### config.mk
export PLATFORM = sky130hd
export DESIGN_NAME = dtr_rts_auto_reset_sequencer_core
export DESIGN_NICKNAME = d
export VERILOG_FILES = /design/src/sv/drs_pkg.sv /design/src/sv/drs_step.sv /design/src/sv/dtr_rts_auto_reset_sequencer_core.sv
export SDC_FILE = /design/constraint.sdc
export NUM_CORES = 1
export LEC_CHECK = 0
export ABC_AREA = 1
export BUFFER_PORTS_ARGS = -buffer_cell sky130_fd_sc_hd__buf_2
export CELL_PAD_IN_SITES_DETAIL_PLACEMENT = 1
export CELL_PAD_IN_SITES_GLOBAL_PLACEMENT = 2
export CORE_ASPECT_RATIO = 0.8
export CORE_UTILIZATION = 25
export CTS_BUF_LIST = sky130_fd_sc_hd__clkbuf_4
export DETAILED_ROUTE_END_ITERATION = 16
export GPL_TIMING_DRIVEN = 1
export PLACE_DENSITY = 0.62
export SETUP_SLACK_MARGIN = 0.4
export SLEW_MARGIN = 20
export SYNTH_ARGS = -nofsm -noshare
export SYNTH_HDL_FRONTEND = slang
export SYNTH_SLANG_ARGS = --single-unit
### constraint.sdc
create_clock -name i_clk -period 9 [get_ports i_clk]
set_input_delay 0.45 -clock i_clk [delete_from_list [all_inputs] [get_ports i_clk]]
set_output_delay 0.45 -clock i_clk [all_outputs]
set_load 0.1 [all_outputs]
### src/sv/drs_pkg.sv
// Shared types and constants for the DTR/RTS auto-reset sequencer.
package drs_pkg;

    localparam int TIMER_BITS_DEF = 16;
    localparam int CFG_W          = 16;
    localparam int CFG_IDX_W      = 3;

    localparam logic [2:0] PH_IDLE      = 3'd0;
    localparam logic [2:0] PH_PULSE     = 3'd1;
    localparam logic [2:0] PH_DL_PULSE  = 3'd2;
    localparam logic [2:0] PH_DL_SETTLE = 3'd3;
    localparam logic [2:0] PH_DL_HOLD   = 3'd4;

    localparam logic [1:0] CMD_NONE     = 2'd0;
    localparam logic [1:0] CMD_RESET    = 2'd1;
    localparam logic [1:0] CMD_DOWNLOAD = 2'd2;

    localparam logic [1:0] ST_NONE      = 2'd0;
    localparam logic [1:0] ST_RESET     = 2'd1;
    localparam logic [1:0] ST_DOWNLOAD  = 2'd2;

    localparam logic [CFG_IDX_W-1:0] REG_ENABLE   = 3'd0;
    localparam logic [CFG_IDX_W-1:0] REG_INVERT   = 3'd1;
    localparam logic [CFG_IDX_W-1:0] REG_RST_DTR  = 3'd2;
    localparam logic [CFG_IDX_W-1:0] REG_DEBOUNCE = 3'd3;
    localparam logic [CFG_IDX_W-1:0] REG_PULSE    = 3'd4;
    localparam logic [CFG_IDX_W-1:0] REG_SETTLE   = 3'd5;
    localparam logic [CFG_IDX_W-1:0] REG_HOLD     = 3'd6;

    localparam logic [CFG_W-1:0] DEBOUNCE_RST = 16'd100;
    localparam logic [CFG_W-1:0] PULSE_RST    = 16'd100;
    localparam logic [CFG_W-1:0] SETTLE_RST   = 16'd20;
    localparam logic [CFG_W-1:0] HOLD_RST     = 16'd50;

    typedef struct packed {
        logic enable;
        logic invert;
        logic reset_on_dtr;
    } t_cfg_flags;

    typedef struct packed {
        logic       primed;
        logic       prev_request;
        logic [2:0] phase;
    } t_ctl;

    typedef struct packed {
        logic [1:0] started;
        logic       busy_res;
        logic       strap_drive;
        logic       reset_drive;
    } t_result;

endpackage

### src/sv/drs_step.sv
// Per-tick next-state and pin-drive logic of the sequencer.
module drs_step #(
    parameter int TIMER_BITS = drs_pkg::TIMER_BITS_DEF
) (
    input  logic                      i_dtr,
    input  logic                      i_rts,
    input  logic [1:0]                i_command,
    input  drs_pkg::t_cfg_flags       i_flags,
    input  logic [drs_pkg::CFG_W-1:0] i_debounce,
    input  logic [drs_pkg::CFG_W-1:0] i_pulse,
    input  logic [drs_pkg::CFG_W-1:0] i_settle,
    input  logic [drs_pkg::CFG_W-1:0] i_hold,
    input  drs_pkg::t_ctl             i_ctl,
    input  logic [TIMER_BITS-1:0]     i_since,
    input  logic [TIMER_BITS-1:0]     i_timer,
    output drs_pkg::t_ctl             o_ctl,
    output logic [TIMER_BITS-1:0]     o_since,
    output logic [TIMER_BITS-1:0]     o_timer,
    output drs_pkg::t_result          o_result
);

    localparam logic [32:0] TMAX_W = (33'd1 << TIMER_BITS) - 33'd1;
    localparam logic [TIMER_BITS-1:0] TMAX = TMAX_W[TIMER_BITS-1:0];

    function automatic logic [TIMER_BITS-1:0] clamp_t(input logic [drs_pkg::CFG_W-1:0] v);
        logic [32:0] w;
        w = 33'(v);
        return (w > TMAX_W) ? TMAX : w[TIMER_BITS-1:0];
    endfunction

    logic                  dtr;
    logic                  rts;
    logic                  req;
    logic                  strap_req;
    logic                  edge_det;
    logic [TIMER_BITS-1:0] since_inc;
    logic [TIMER_BITS-1:0] timer_inc;
    logic [TIMER_BITS-1:0] len;
    logic [TIMER_BITS-1:0] timer_mid;
    logic [2:0]            phase_mid;
    logic [2:0]            phase_nxt;
    logic [2:0]            next_of;
    logic [1:0]            started;

    always_comb begin
        dtr       = i_dtr ^ i_flags.invert;
        rts       = i_rts ^ i_flags.invert;
        req       = i_flags.reset_on_dtr ? dtr : rts;
        strap_req = i_flags.reset_on_dtr ? rts : dtr;
        edge_det  = i_ctl.primed && req && !i_ctl.prev_request;

        since_inc = (i_since < TMAX) ? i_since + 1'b1 : i_since;
        timer_inc = (i_timer < TMAX) ? i_timer + 1'b1 : i_timer;

        case (i_ctl.phase)
            drs_pkg::PH_PULSE: begin
                len     = clamp_t(i_pulse);
                next_of = drs_pkg::PH_IDLE;
            end
            drs_pkg::PH_DL_PULSE: begin
                len     = clamp_t(i_pulse);
                next_of = drs_pkg::PH_DL_SETTLE;
            end
            drs_pkg::PH_DL_SETTLE: begin
                len     = clamp_t(i_settle);
                next_of = drs_pkg::PH_DL_HOLD;
            end
            default: begin
                len     = clamp_t(i_hold);
                next_of = drs_pkg::PH_IDLE;
            end
        endcase

        phase_mid = i_ctl.phase;
        timer_mid = i_timer;
        if (i_ctl.phase != drs_pkg::PH_IDLE) begin
            if (timer_inc >= len) begin
                phase_mid = next_of;
                timer_mid = '0;
            end else begin
                timer_mid = timer_inc;
            end
        end

        phase_nxt = phase_mid;
        o_timer   = timer_mid;
        o_since   = since_inc;
        started   = drs_pkg::ST_NONE;
        if (phase_mid == drs_pkg::PH_IDLE) begin
            if (edge_det && i_flags.enable && since_inc >= clamp_t(i_debounce)) begin
                o_since   = '0;
                o_timer   = '0;
                phase_nxt = strap_req ? drs_pkg::PH_DL_PULSE : drs_pkg::PH_PULSE;
                started   = strap_req ? drs_pkg::ST_DOWNLOAD : drs_pkg::ST_RESET;
            end else if (i_command == drs_pkg::CMD_RESET) begin
                o_timer   = '0;
                phase_nxt = drs_pkg::PH_PULSE;
                started   = drs_pkg::ST_RESET;
            end else if (i_command == drs_pkg::CMD_DOWNLOAD) begin
                o_timer   = '0;
                phase_nxt = drs_pkg::PH_DL_PULSE;
                started   = drs_pkg::ST_DOWNLOAD;
            end
        end

        o_ctl.primed       = 1'b1;
        o_ctl.prev_request = req;
        o_ctl.phase        = phase_nxt;

        o_result.reset_drive = (phase_nxt == drs_pkg::PH_PULSE)
                            || (phase_nxt == drs_pkg::PH_DL_PULSE)
                            || (phase_nxt == drs_pkg::PH_DL_SETTLE);
        o_result.strap_drive = (phase_nxt == drs_pkg::PH_DL_SETTLE)
                            || (phase_nxt == drs_pkg::PH_DL_HOLD);
        o_result.busy_res    = (phase_nxt != drs_pkg::PH_IDLE);
        o_result.started     = started;
    end

endmodule

### src/sv/dtr_rts_auto_reset_sequencer_core.sv
// Top level of the DTR/RTS auto-reset sequencer: config, state and output register.
// The result of an accepted tick request is registered in the output register.
// Throughput: one tick request per cycle unless the output is stalled; the output register lets a new request in
// while the previous result is taken in the same cycle.
// Reset (synchronous, active low): config returns to defaults, the sequencer goes idle
// and unprimed, both timers clear and the output register empties.
module dtr_rts_auto_reset_sequencer_core #(
    parameter int TIMER_BITS = drs_pkg::TIMER_BITS_DEF
) (
    input  logic                          i_clk,
    input  logic                          i_rst_n,
    input  logic                          i_s_axis_tvalid,
    output logic                          o_s_axis_tready,
    input  logic [7:0]                    i_s_axis_tdata,  // dtr_line, rts_line, command[1:0]
    output logic                          o_m_axis_tvalid,
    input  logic                          i_m_axis_tready,
    output logic [7:0]                    o_m_axis_tdata,  // reset_drive, strap_drive,
                                                           // busy_res, started[1:0]
    input  logic                          i_cfg_we,
    input  logic [drs_pkg::CFG_IDX_W-1:0] i_cfg_index,
    input  logic [drs_pkg::CFG_W-1:0]     i_cfg_data
);

    drs_pkg::t_cfg_flags       r_flags;
    logic [drs_pkg::CFG_W-1:0] r_debounce;
    logic [drs_pkg::CFG_W-1:0] r_pulse;
    logic [drs_pkg::CFG_W-1:0] r_settle;
    logic [drs_pkg::CFG_W-1:0] r_hold;

    drs_pkg::t_ctl             r_ctl;
    logic [TIMER_BITS-1:0]     r_since;
    logic [TIMER_BITS-1:0]     r_timer;
    logic                      r_out_valid;
    drs_pkg::t_result          r_out;

    drs_pkg::t_ctl             n_ctl;
    logic [TIMER_BITS-1:0]     n_since;
    logic [TIMER_BITS-1:0]     n_timer;
    drs_pkg::t_result          n_out;
    logic                      in_acc;

    assign o_s_axis_tready = !r_out_valid || i_m_axis_tready;
    assign in_acc          = i_s_axis_tvalid && o_s_axis_tready;
    assign o_m_axis_tvalid = r_out_valid;
    assign o_m_axis_tdata  = {3'b000, r_out};

    drs_step #(
        .TIMER_BITS (TIMER_BITS)
    ) u_step (
        .i_dtr      (i_s_axis_tdata[0]),
        .i_rts      (i_s_axis_tdata[1]),
        .i_command  (i_s_axis_tdata[3:2]),
        .i_flags    (r_flags),
        .i_debounce (r_debounce),
        .i_pulse    (r_pulse),
        .i_settle   (r_settle),
        .i_hold     (r_hold),
        .i_ctl      (r_ctl),
        .i_since    (r_since),
        .i_timer    (r_timer),
        .o_ctl      (n_ctl),
        .o_since    (n_since),
        .o_timer    (n_timer),
        .o_result   (n_out)
    );

    always_ff @(posedge i_clk) begin
        if (!i_rst_n) begin
            r_flags.enable       <= 1'b1;
            r_flags.invert       <= 1'b0;
            r_flags.reset_on_dtr <= 1'b1;
            r_debounce           <= drs_pkg::DEBOUNCE_RST;
            r_pulse              <= drs_pkg::PULSE_RST;
            r_settle             <= drs_pkg::SETTLE_RST;
            r_hold               <= drs_pkg::HOLD_RST;
        end else if (i_cfg_we) begin
            case (i_cfg_index)
                drs_pkg::REG_ENABLE:   r_flags.enable       <= i_cfg_data[0];
                drs_pkg::REG_INVERT:   r_flags.invert       <= i_cfg_data[0];
                drs_pkg::REG_RST_DTR:  r_flags.reset_on_dtr <= i_cfg_data[0];
                drs_pkg::REG_DEBOUNCE: r_debounce           <= i_cfg_data;
                drs_pkg::REG_PULSE:    r_pulse              <= i_cfg_data;
                drs_pkg::REG_SETTLE:   r_settle             <= i_cfg_data;
                drs_pkg::REG_HOLD:     r_hold               <= i_cfg_data;
                default: ;
            endcase
        end
    end

    always_ff @(posedge i_clk) begin
        if (!i_rst_n) begin
            r_ctl.primed       <= 1'b0;
            r_ctl.prev_request <= 1'b0;
            r_ctl.phase        <= drs_pkg::PH_IDLE;
            r_since            <= '0;
            r_timer            <= '0;
            r_out_valid        <= 1'b0;
        end else begin
            if (in_acc) begin
                r_ctl   <= n_ctl;
                r_since <= n_since;
                r_timer <= n_timer;
            end
            if (in_acc) begin
                r_out_valid <= 1'b1;
            end else if (i_m_axis_tready) begin
                r_out_valid <= 1'b0;
            end
        end
    end

    always_ff @(posedge i_clk) begin
        if (in_acc) begin
            r_out <= n_out;
        end
    end

`ifndef SYNTHESIS
    a_phase_legal: assert property (@(posedge i_clk) disable iff (!i_rst_n)
        r_ctl.phase <= drs_pkg::PH_DL_HOLD)
        else $error("phase code out of range");

    a_busy_match: assert property (@(posedge i_clk) disable iff (!i_rst_n)
        in_acc |=> (r_out.busy_res == (r_ctl.phase != drs_pkg::PH_IDLE)))
        else $error("busy result does not match phase");

    a_start_drives: assert property (@(posedge i_clk) disable iff (!i_rst_n)
        (r_out_valid && r_out.started != drs_pkg::ST_NONE) |->
        (r_out.busy_res && r_out.reset_drive && !r_out.strap_drive))
        else $error("started without reset pulse");

    a_primed_after: assert property (@(posedge i_clk) disable iff (!i_rst_n)
        in_acc |=> r_ctl.primed)
        else $error("edge detector not primed after a tick");
`endif

endmodule

==> metrics.yaml <==
outcome:
  outcome: "complete, no violations"
die:
  die-height_um: 145
  ios: 42
  start_util: 0.258
  core-area_mm2: 0.0246
  die_x_um: 180
  rows: 51
  die-area_mm2: 0.0261
placement:
  post-place-cells: 1231
  dp_hpwl_um: 14300
  place_congestion: 0.762
  dpl_worst_slack_ns: 4.36
  numPortBuffers: 34
setup_path:
  worstSetupEndpointType: "flip-flop"
  start_kind: "flip-flop"
  arrival_ns: 4.70
  crit_required_ns: 9.26
  crit_type: "reg -> reg"
  crit_fanout: 17
pwr:
  power_density_mw_per_mm2: 157
  switching_share: 0.370
  p_comb_frac: 0.254
  ir_drop_v: 0.0000564
  intPower_w: 0.000684
  sequentialPowerShare: 0.494
  p_switching_w: 0.000401
  p_clk_frac: 0.253
  p_leak_nw: 3.13
timing:
  fin_crit_ns: 4.44
  setup_viol: 0
  fin_worst_skew_ns: 0.0380
  slew_headroom: 0.382
  maxSlewViolCount: 0
  timing.fmax_mhz: 225
  hold_violations: 0
  holdWs_ns: 0.196
  setup-tns-final_ns: 0
  fin_ws_ns: 4.56
  finalCritPeriodShare: 0.494
  rsz0062_at_grt: "no"
  tightest_slew_ns: 0.925
logic_synthesis:
  synth_cell_type_count: 43
  yosys.area.top_type: "dfxtp_1"
  synth-seq-area-share: 0.354
  synth_edf_count: 5
  synth_warnings: 0
  synthDominantCellAreaShare: 0.331
  netlist_area_mm2: 0.00636
  yosys-top-cells-count: "185 x nand2_1, 127 x nor2_1, 105 x dfxtp_1"
  ys.flop_type: "dfxtp_1"
  syn-instance-count: 910
  ys_top_cells_by_area: "dfxtp_1 33%, nand2_1 11%, nor2_1 7.5%"
  async_reset_ff_frac: 0
  avgSynthCellArea_um2: 6.98
  synth.most_common_cell: "nand2_1"
  synth-seq-cells: 110
cts:
  clock_sinks: 110
  h-tree-depth: 3
  clockBufferDepth: 2
  clk-insertion-delay-late_ns: 0.52
  root_buffer: "clkbuf_4"
  cts_tree: "yes"
  numCtsBuffers: 9
  cts.reportedPaths.clkPinSlew_ns: 0.19
  ctsResizeCount: 0
  holdBufCountCts: 0
  post_cts_buffers: 0
drt:
  via_per_inst: 4.64
  drtIter0Drc: 222
  drt_pre_antenna_iters: 4
  routed_wirelength_um: 19900
  wl_per_cell_um: 15.9
  drc: 0
  ant_nets: 0
  vias: 5789
grt:
  grt_usage: 0.160
  grt_overflow_total: 0
  antenna_found_initial: 2
  grt_pass1_vias: 5755
  grt_pass1_wl_um: 32100
  grt_max_degree: 86
final_layout:
  final_nets: 990
  stdcell_count: 1248
  drive_gt1_frac: 0.0958
  syn2layout_area_growth_pct: 9.04
min_path:
  holdCritPathClass: "in -> reg"
job:
  max-cap-violations: 0
power by group through the flow:
| stage | combinational, W | sequential, W | clock [W] |
|---|---|---|---|
| 6_report | 0.000275 | 0.000536 | 0.000274 |
| 5_1_grt | 0.000312 | 0.000539 | 0.000311 |
| 4_1_cts | 0.000284 | 0.000536 | 0.000294 |
| 3_5_place_dp | 0.000283 | 0.000546 | 0 |
| 3_3_place_gp | 0.000282 | 0.000546 | 0 |
| 2_1_floorplan | 0.000177 | 0.000577 | 0 |
logic make-up after synthesis:
group | Yosys count | share of synthesized area
other | 1 | 0.000590
DFF | 110 | 0.354
xor gates and xnor gates | 23 | 0.0317
buffers and inverters | 130 | 0.0842
adders and majority gates | 34 | 0.0669
AOI/OAI and AO/OA | 215 | 0.190
and+or+nand+nor | 397 | 0.273
flip-flops by register name, indices dropped and copies added, names as in the netlist:
signal / cells
r_debounce: 16
r_hold: 16
r_pulse: 16
r_settle: 16
r_since: 16
r_timer: 16
o_m_axis_tdata: 5
r_ctl: 5
r_flags: 3
o_m_axis_tvalid: 1
cells in the final DEF (no fill, tap or decap), types with 2 or more instances in the layout:
cell and instances:
nor2_4 2, nand2_1 185, edfxtp_1 5, buf_2 33, xor2_1 20, a21oi_2 8
o21ai_1 3, o211ai_1 4, nand3b_1 2, nor3_1 14, nor4_1 4, o21bai_1 2
nor2_2 4, clkbuf_4 11, inv_2 4, buf_4 6, nor2_1 127, nand3_1 35
nand4_1 8, nand2_2 4, clkinv_2 2, and2_1 2, ha_1 34, a21oi_1 82
inv_1 86, xnor2_1 3, dfxtp_1 105, nor3_2 3, conb_1 3, o21ai_0 94
nor2_8 2, a22o_1 18
metal layers:
layer	GRT usage	wire length, µm	vias up
met5	0	13	-
met3	0.0310	607	17
met4	0.0387	250	2
li1	-	-	3014
met2	0.238	7910	54
met1	0.234	11100	2702
worst max-delay path: stages (launching register included):
cell and delay [ns]:
dfxtp_1 0.46, nor2_1 0.09, nor2_1 0.10, clkinv_1 0.52, a21oi_2 0.89, a21oi_1 0.25
ha_1 0.35, nand2_1 0.07, nand2_1 0.05, nand2_1 0.05, nand2_1 0.05, nand2_1 0.05
nand3_1 0.13, nand2_1 0.23, nand2_2 0.14, nand2_2 0.08, nand2_2 0.07, inv_2 0.12
nor2_8 0.07, nand2_1 0.10, nand2_1 0.10, nor2_1 0.16, nand2_1 0.06
final timing paths:
path	from	endpoint	slack, ns	cells past startpoint
max	r_ctl[0]$_SDFFE_PN0P_	o_m_axis_tdata[2]$_DFFE_PP_	4.56	22
min	i_cfg_data[4]	r_hold[4]$_SDFFE_PN1P_	0.20	3
max reg2reg	r_ctl[0]$_SDFFE_PN0P_	o_m_axis_tdata[2]$_DFFE_PP_	4.56	22
min reg2reg	r_debounce[13]$_SDFFE_PN0P_	r_debounce[13]$_SDFFE_PN0P_	0.48	2
through the flow:
step	area, µm²	total power, W	util
5_1_grt	6930	0.00116	0.281
3_5_place_dp	6790	0.000829	0.276
6_report	6930	0.00109	0.281
3_3_place_gp	6790	0.000828	0.276
2_1_floorplan	6360	0.000754	-
4_1_cts	6930	0.00111	0.281
layout make-up:
cell class | instances | area [µm²]
fill | 3106 | 17700
multi-input combinational | 672 | 3580
sequential | 110 | 2250
tap | 318 | 398
inverter | 92 | 348
timing repair buffer | 39 | 210
clock buffer | 11 | 82.6
clock inverter | 5 | 57.6
antenna | 1 | 2.50
No activity file was read; power rests on OpenSTA's default activity.
